[config.mk]
export PLATFORM = sky130hd
export DESIGN_NAME = psfg_update
export DESIGN_NICKNAME = d
export VERILOG_FILES = /design/src/rtl/core/psfg_pkg.sv /design/src/rtl/core/psfg_update.sv
export SDC_FILE = /design/constraint.sdc
export NUM_CORES = 1
export LEC_CHECK = 0
export BUFFER_PORTS_ARGS = -buffer_cell sky130_fd_sc_hd__buf_2
export CAP_MARGIN = 40
export CORE_AREA = 2 2 227 229
export DETAILED_ROUTE_END_ITERATION = 8
export DIE_AREA = 0 0 229 231
export PLACE_DENSITY = 0.83
export SLEW_MARGIN = 25
export SYNTH_ARGS = -nofsm -noshare
export SYNTH_HDL_FRONTEND = slang
export SYNTH_SLANG_ARGS = --single-unit
[constraint.sdc]
create_clock -name vclk -period 27.9
set_clock_uncertainty 0.05 [all_clocks]
set_input_delay 6.975 -clock vclk [all_inputs]
set_output_delay 6.975 -clock vclk [all_outputs]
set_load 0.005 [all_outputs]
[src/rtl/core/psfg_pkg.sv]
// Package: constants and types for the per-source flood guard.
package psfg_pkg;
  localparam int unsigned TableEntries = 32;
  localparam int unsigned IdxW = (TableEntries > 1) ? $clog2(TableEntries) : 1;
  localparam int unsigned CaptureMax = 256;
  localparam int unsigned CapLenW = 9;
  localparam logic [15:0] MinCapturePayload = 16'd10;

  localparam logic [2:0] RegSynWindow  = 3'd0;
  localparam logic [2:0] RegSynLimit   = 3'd1;
  localparam logic [2:0] RegCapacity   = 3'd2;
  localparam logic [2:0] RegRefillRate = 3'd3;
  localparam logic [2:0] RegPacketCost = 3'd4;
  localparam logic [2:0] RegPortA      = 3'd5;
  localparam logic [2:0] RegPortB      = 3'd6;

  localparam logic [1:0] KindTcp   = 2'd2;
  localparam logic [1:0] KindNonTcp = 2'd1;

  localparam logic [1:0] VerdictPass   = 2'd0;
  localparam logic [1:0] VerdictBanned = 2'd1;
  localparam logic [1:0] VerdictSynBan = 2'd2;
  localparam logic [1:0] VerdictNoTok  = 2'd3;

  localparam logic [7:0] TlsHandshake = 8'h16;
  localparam logic [7:0] TlsMajor     = 8'h03;
  localparam logic [7:0] TlsHello     = 8'h01;

  typedef struct packed {
    logic        banned;
    logic        syn_valid;
    logic [15:0] syn_count;
    logic [63:0] window_start;
    logic        bucket_valid;
    logic [15:0] token_count;
    logic [63:0] refill_time;
  } entry_t;

  typedef struct packed {
    logic [31:0] syn_window_ns;
    logic [15:0] syn_limit;
    logic [15:0] bucket_capacity;
    logic [7:0]  refill_rate;
    logic [15:0] packet_cost;
    logic [15:0] guarded_port_a;
    logic [15:0] guarded_port_b;
  } cfg_t;
endpackage

[src/rtl/core/psfg_update.sv]
// Per-packet decision and entry update from the matched or free table entry.
module psfg_update (
  input  psfg_pkg::cfg_t   cfg_i,
  input  logic [1:0]       kind_i,
  input  logic [63:0]      now_i,
  input  logic             listed_i,
  input  logic             syn_i,
  input  logic             ack_i,
  input  logic [15:0]      port_i,
  input  logic [15:0]      plen_i,
  input  logic [7:0]       b0_i,
  input  logic [7:0]       b1_i,
  input  logic [7:0]       b5_i,
  input  logic             hit_i,
  input  logic             free_i,
  input  psfg_pkg::entry_t ent_i,
  output logic             take_o,
  output logic             wr_o,
  output psfg_pkg::entry_t ent_o,
  output logic [1:0]       verdict_o,
  output logic             capture_o,
  output logic [8:0]       cap_len_o,
  output logic             tls_o,
  output logic             untracked_o
);
  logic new_syn, guarded, have, fresh;
  logic [63:0] syn_el, tok_el;
  logic [23:0] prod;
  logic [24:0] sum;
  logic [15:0] tok;
  psfg_pkg::entry_t e;
  logic [1:0] v;

  always_comb begin
    new_syn = syn_i && !ack_i;
    guarded = (port_i == cfg_i.guarded_port_a) || (port_i == cfg_i.guarded_port_b);
    v = psfg_pkg::VerdictPass;
    take_o = 1'b0;
    untracked_o = 1'b0;
    fresh = 1'b0;
    e = ent_i;
    tok = '0;
    syn_el = now_i - ent_i.window_start;
    tok_el = now_i - ent_i.refill_time;
    prod = 24'(tok_el[15:0]) * 24'(cfg_i.refill_rate);
    sum = {9'd0, ent_i.token_count} + {1'b0, prod};
    if (listed_i) v = psfg_pkg::VerdictBanned;
    else if ((kind_i == psfg_pkg::KindNonTcp || kind_i == psfg_pkg::KindTcp)
             && hit_i && ent_i.banned) v = psfg_pkg::VerdictBanned;
    have = hit_i;
    if (v == psfg_pkg::VerdictPass && kind_i == psfg_pkg::KindTcp) begin
      if (!hit_i && (new_syn || guarded)) begin
        if (free_i) begin
          take_o = 1'b1;
          have = 1'b1;
          fresh = 1'b1;
        end else untracked_o = 1'b1;
      end
      if (fresh) begin
        e = '0;
      end
      if (have && new_syn) begin
        if (e.syn_valid) begin
          if (syn_el > {32'd0, cfg_i.syn_window_ns}) begin
            e.syn_count = 16'd1;
            e.window_start = now_i;
          end else begin
            if (e.syn_count != 16'hFFFF) e.syn_count = e.syn_count + 16'd1;
            if (e.syn_count > cfg_i.syn_limit) begin
              e.banned = 1'b1;
              v = psfg_pkg::VerdictSynBan;
            end
          end
        end else begin
          e.syn_valid = 1'b1;
          e.syn_count = 16'd1;
          e.window_start = now_i;
        end
      end
      if (v == psfg_pkg::VerdictPass && have && guarded) begin
        if (e.bucket_valid) begin
          if (cfg_i.refill_rate == 8'd0) tok = e.token_count;
          else if (tok_el > 64'hFFFF) tok = cfg_i.bucket_capacity;
          else if (sum > {9'd0, cfg_i.bucket_capacity}) tok = cfg_i.bucket_capacity;
          else tok = sum[15:0];
          if (tok > cfg_i.bucket_capacity) tok = cfg_i.bucket_capacity;
          e.refill_time = now_i;
          if (tok < cfg_i.packet_cost) begin
            e.token_count = tok;
            v = psfg_pkg::VerdictNoTok;
          end else e.token_count = tok - cfg_i.packet_cost;
        end else begin
          e.bucket_valid = 1'b1;
          e.token_count = (cfg_i.bucket_capacity > cfg_i.packet_cost) ?
                          cfg_i.bucket_capacity - cfg_i.packet_cost : 16'd0;
          e.refill_time = now_i;
        end
      end
    end
    wr_o = have && kind_i == psfg_pkg::KindTcp && !listed_i && !(hit_i && ent_i.banned);
    ent_o = e;
    verdict_o = v;
    capture_o = 1'b0;
    cap_len_o = '0;
    tls_o = 1'b0;
    if (v == psfg_pkg::VerdictPass && kind_i == psfg_pkg::KindTcp && guarded
        && plen_i > psfg_pkg::MinCapturePayload) begin
      capture_o = 1'b1;
      cap_len_o = (plen_i > 16'(psfg_pkg::CaptureMax)) ?
                  psfg_pkg::CapLenW'(psfg_pkg::CaptureMax) : plen_i[8:0];
      tls_o = (port_i == cfg_i.guarded_port_b) && b0_i == psfg_pkg::TlsHandshake
              && b1_i == psfg_pkg::TlsMajor && b5_i == psfg_pkg::TlsHello;
    end
    if (v != psfg_pkg::VerdictPass) untracked_o = 1'b0;
  end
endmodule

## Word level (Yosys, flattened, before mapping)

Cells that the tools add are included.
W data, S select, Z words.

- Input port bits: 410
- Word-level logic and storage cells: 110
- Bits in registers: 0
- Output and inout bits: 179

- Equal/unequal tests: 8
- Reduce and logical (&&, ||, !) cells: 30
- Order comparisons: 9
- Multipliers: 1
- Mux-type cells: 56
- Add/subtract/negate cells: 6

Operator list:

| cell | number |
|---|---|
| $mux W163 | 3 |
| $mux W16 | 18 |
| $mux W80 | 2 |
| $sub A64 B64 Y64 | 2 |
| $mux W82 | 1 |
| $mux W81 | 1 |
| $gt A64 B16 Y1 const B | 1 |
| $gt A64 B32 Y1 | 1 |
| $mux W64 | 1 |
| $gt A16 B16 Y1 | 3 |
| $eq A16 B16 Y1 | 2 |
| $sub A16 B16 Y16 | 2 |
| $add A16 B24 Y25 | 1 |
| $gt A25 B16 Y1 | 1 |
| $mul A16 B8 Y24 | 1 |
| $mux W1 | 19 |
| $logic_and A1 B1 Y1 | 18 |
| $mux W2 | 9 |
| $mux W9 | 2 |
| $add A16 B1 Y16 const B | 1 |
| $gt A16 B4 Y1 const B | 1 |
| $gt A16 B9 Y1 const B | 1 |
| $lt A16 B16 Y1 | 1 |
| $ne A16 B16 Y1 const B | 1 |
| 10 further kinds | 17 |

## Logic depth before layout (Yosys ltp)

- Depth in word-level cells: 43
- Gate-level depth with buffers: 69
- Gate-level depth less buffers: 66

## Worst setup path before layout

No wires, ideal clock.

- Path type: input to output
- From: in now_i[0]
- To: out ent_o[64] (netlist bit)
- Cell stages on the path: 66
- Buffers on the path: 4
- Required time: 20.875 ns
- Slack: 0.491 ns
- Arrival: 20.384 ns
- Path through: inv_1 ha_1 inv_1 fa_1 a21o_1 a21oi_1 o21bai_1 a21oi_1 o21bai_1 a21oi_1 xnor2_1 nand2_1 fa_1 inv_1 fa_1 fa_1 inv_1 fa_1 (+30 left out) o21ai_2 a22oi_1 ha_1 inv_1 fa_1 a21o_1 a21oi_1 o21ai_0 o211a_1 a221o_1 o31ai_1 o21ai_1 or2_2 clkbuf_1 clkbuf_1 nor3_1 nand3_1 a21oi_1

RTL lines:

| element | line | source |
|---|---|---|
| start: declaration | psfg_update.sv:5 | `input logic [63:0] now_i,` |
| end: declaration | psfg_update.sv:19 | `output psfg_pkg::entry_t ent_o,` |

==> summary.txt <==
Run status
  • Status: finished clean

Timing
  • Min Hold Slack: between 10 and 15 ns
  • Final Max Slew Viols: 0
  • Tmin final: 27.53 ns
  • Fmax: 36.3 MHz
  • Final worst-path cycle share: 98.7%
  • Setup ws final: around 0.37 ns
  • Slew @ Worst Pin: slightly below 0.8 ns
  • Setup violators final: 0
  • Endpoints failing hold: 0
  • Setup TNS: 0 ns
  • Slew headroom: between 40% and 50%

Yosys
  • Avg Cell Area, Syn: 6.71 sq um
  • Synth Net Count: ~4,200
  • Post-synthesis sequential area ratio: 0%
  • Syn. warnings: 0
  • Yosys cell types: between 100 and 150
  • Post-Syn Area: ~23,000 sq um
  • Synth Instances: between 3,000 and 4,000

Critical path
  • Critical path type: primary input to output port
  • Critical Path Fanout Max: 8
  • CP arrival: slightly above 20 ns
  • Critical Path Source: now_i[0]
  • Crit-path slowest cell: fa_1
  • Critical Path End Type: output port
  • CP Launch Type: primary input
  • CP peak stage delay: about 0.56 ns
  • Crit-path most repeated cell: buf_4
  • CP required: between 20 and 25 ns

Layout
  • Nets: between 4,000 and 5,000
  • Syn-to-layout area delta: 23.0%
  • Reg area: 0 sq um
  • Final Util: a little over half
  • CLK BUF: 0
  • Share of layout cells above drive strength 1: roughly a quarter
  • Seq_cells: 0

Detailed routing
  • Iter 0 DRT Violations: 2,938
  • Via density: 6.20
  • Initial DRT Pass Iterations: 8
  • Final wirelength: approximately 110,000 microns
  • Number of routed nets with antenna violations: 0
  • DR DRC count: 0
  • Via count: around 29,000
  • Detailed-route wire length per cell: 23.2 microns

Job
  • Max-Cap Viols: 0

Die
  • DIE AREA: around 53,000 sq um
  • Core Footprint: 50,700 sq um
  • Row count: between 80 and 90
  • Io pins: slightly below 600
  • Die outline height: 231 microns
  • Initial Util: 44.5%
  • Die Wd: approximately 230 microns

Global route
  • Vias in the first global route: 27,161
  • Antenna violations before repair: 9
  • GR Overflow Total: 0
  • Global Route Usage Sum: around 39%
  • First-pass GRT wire length: between 150,000 and 200,000 microns
  • Pin count of the biggest net entering global routing: 75

Placement
  • DP HPWL: roughly 93,000 microns
  • PortBufs: between 500 and 600
  • Routability cong.: 1.10
  • Post-Place Worst Slack: -0.460 ns

Clock network
  • Hold Buf Count CTS: 0

Worst hold path
  • Hold path startpoint: ent_i[90]
  • Min-Delay Path Class: primary input to output port

Power
  • Pleak: between 10 and 15 nW
  • Post-layout power: around 2.8 mW
  • Pwr Density: between 100 and 150 nW/um^2
  • Worst VDD drop: 248 uV
==> power breakdown <==
part / switching, mW / internal [mW] / leakage [nW] / total [mW]
registers: 0 / 0 / 0 / 0
clock network: 0 / 0.0000000144 / 0.0000190 / 0.0000000144
logic: 1.51 / 1.30 / 14.0 / 2.81
==> timing repair <==
action	in CTS	in global routing
setup buffers	0	25
cloned	0	2
setup endpoints to repair	24	29
pin swaps	4	62
resized for setup	13	93
==> synthesized netlist by cell type, types with 60 or more instances <==
| master | n | area share (%) |
|---|---|---|
| ha_1 | 288 | 16 |
| inv_1 | 408 | 6.8 |
| xor2_1 | 81 | 3.1 |
| nand3_1 | 82 | 1.8 |
| nand2_1 | 444 | 7.4 |
| nor3_1 | 60 | 1.3 |
| a22o_1 | 79 | 3.1 |
| o21ai_0 | 174 | 3.9 |
| o21ai_1 | 67 | 1.5 |
| nand4_1 | 78 | 2.2 |
| fa_1 | 104 | 9.2 |
| xnor2_1 | 76 | 3.0 |
| and2_1 | 106 | 2.9 |
| a21o_1 | 69 | 2.3 |
| a21oi_1 | 264 | 5.9 |
| clkbuf_1 | 87 | 1.4 |
| nor2_1 | 170 | 2.8 |
==> final cells by class <==
type               instances  area [sq um]
well taps                680           851
inverters                408          1530
multi-input cells       2810         20800
repair buffers           793          4560
fillers                 5142         22900
diodes                     3          7.51
==> worst paths after layout <==
check,cells past startpoint,to
setup / recovery,65,ent_o[72]
hold / removal,3,ent_o[90]
==> cell usage in the layout (no fill, tap or decap), types with 80 or more instances in the layout <==
master / instances
a21oi_1: 248
and2_1: 105
buf_2: 589
buf_4: 193
fa_1: 102
ha_1: 276
inv_1: 404
nand2_1: 439
nand3_1: 80
nor2_1: 168
o21ai_0: 163
==> per-stage QoR <==
stage          instance area (sq um)  instances
6_report                       27700       4694
5_1_grt                        27700       4693
4_1_cts                        27100       4662
3_5_place_dp                   27000       4662
3_3_place_gp                   27000       4658
2_1_floorplan                  22600       3363
==> logic make-up after synthesis <==
kind of cell,synth area share (%)
AO/OA/AOI/OAI,31.4
XOR/XNOR,6.10
adder cells (fa/ha/maj),25.2
buffers and inverters,9.83
multiplexers,1.73
AND/OR/NAND/NOR,25.7
==> routing by layer <==
layer / vias to the layer above / GRT usage, % / wire length, microns
li1: 13386 / - / -
met3: 410 / 6.35 / 10600
met2: 1792 / 62.3 / 47000
met1: 13497 / 47.1 / 41600
met4: 10 / 26.9 / 9750
met5: - / 0 / 64
==> critical path, delay by kind of cell <==
kind	cells	cell delay, ns
buf+inv	17	2.10
simple gates	13	2.60
mux	1	0.16
xor+xnor	2	0.31
fa+ha+maj	10	3.84
compound gates	22	4.50
(Power assumes the default switching activity.)
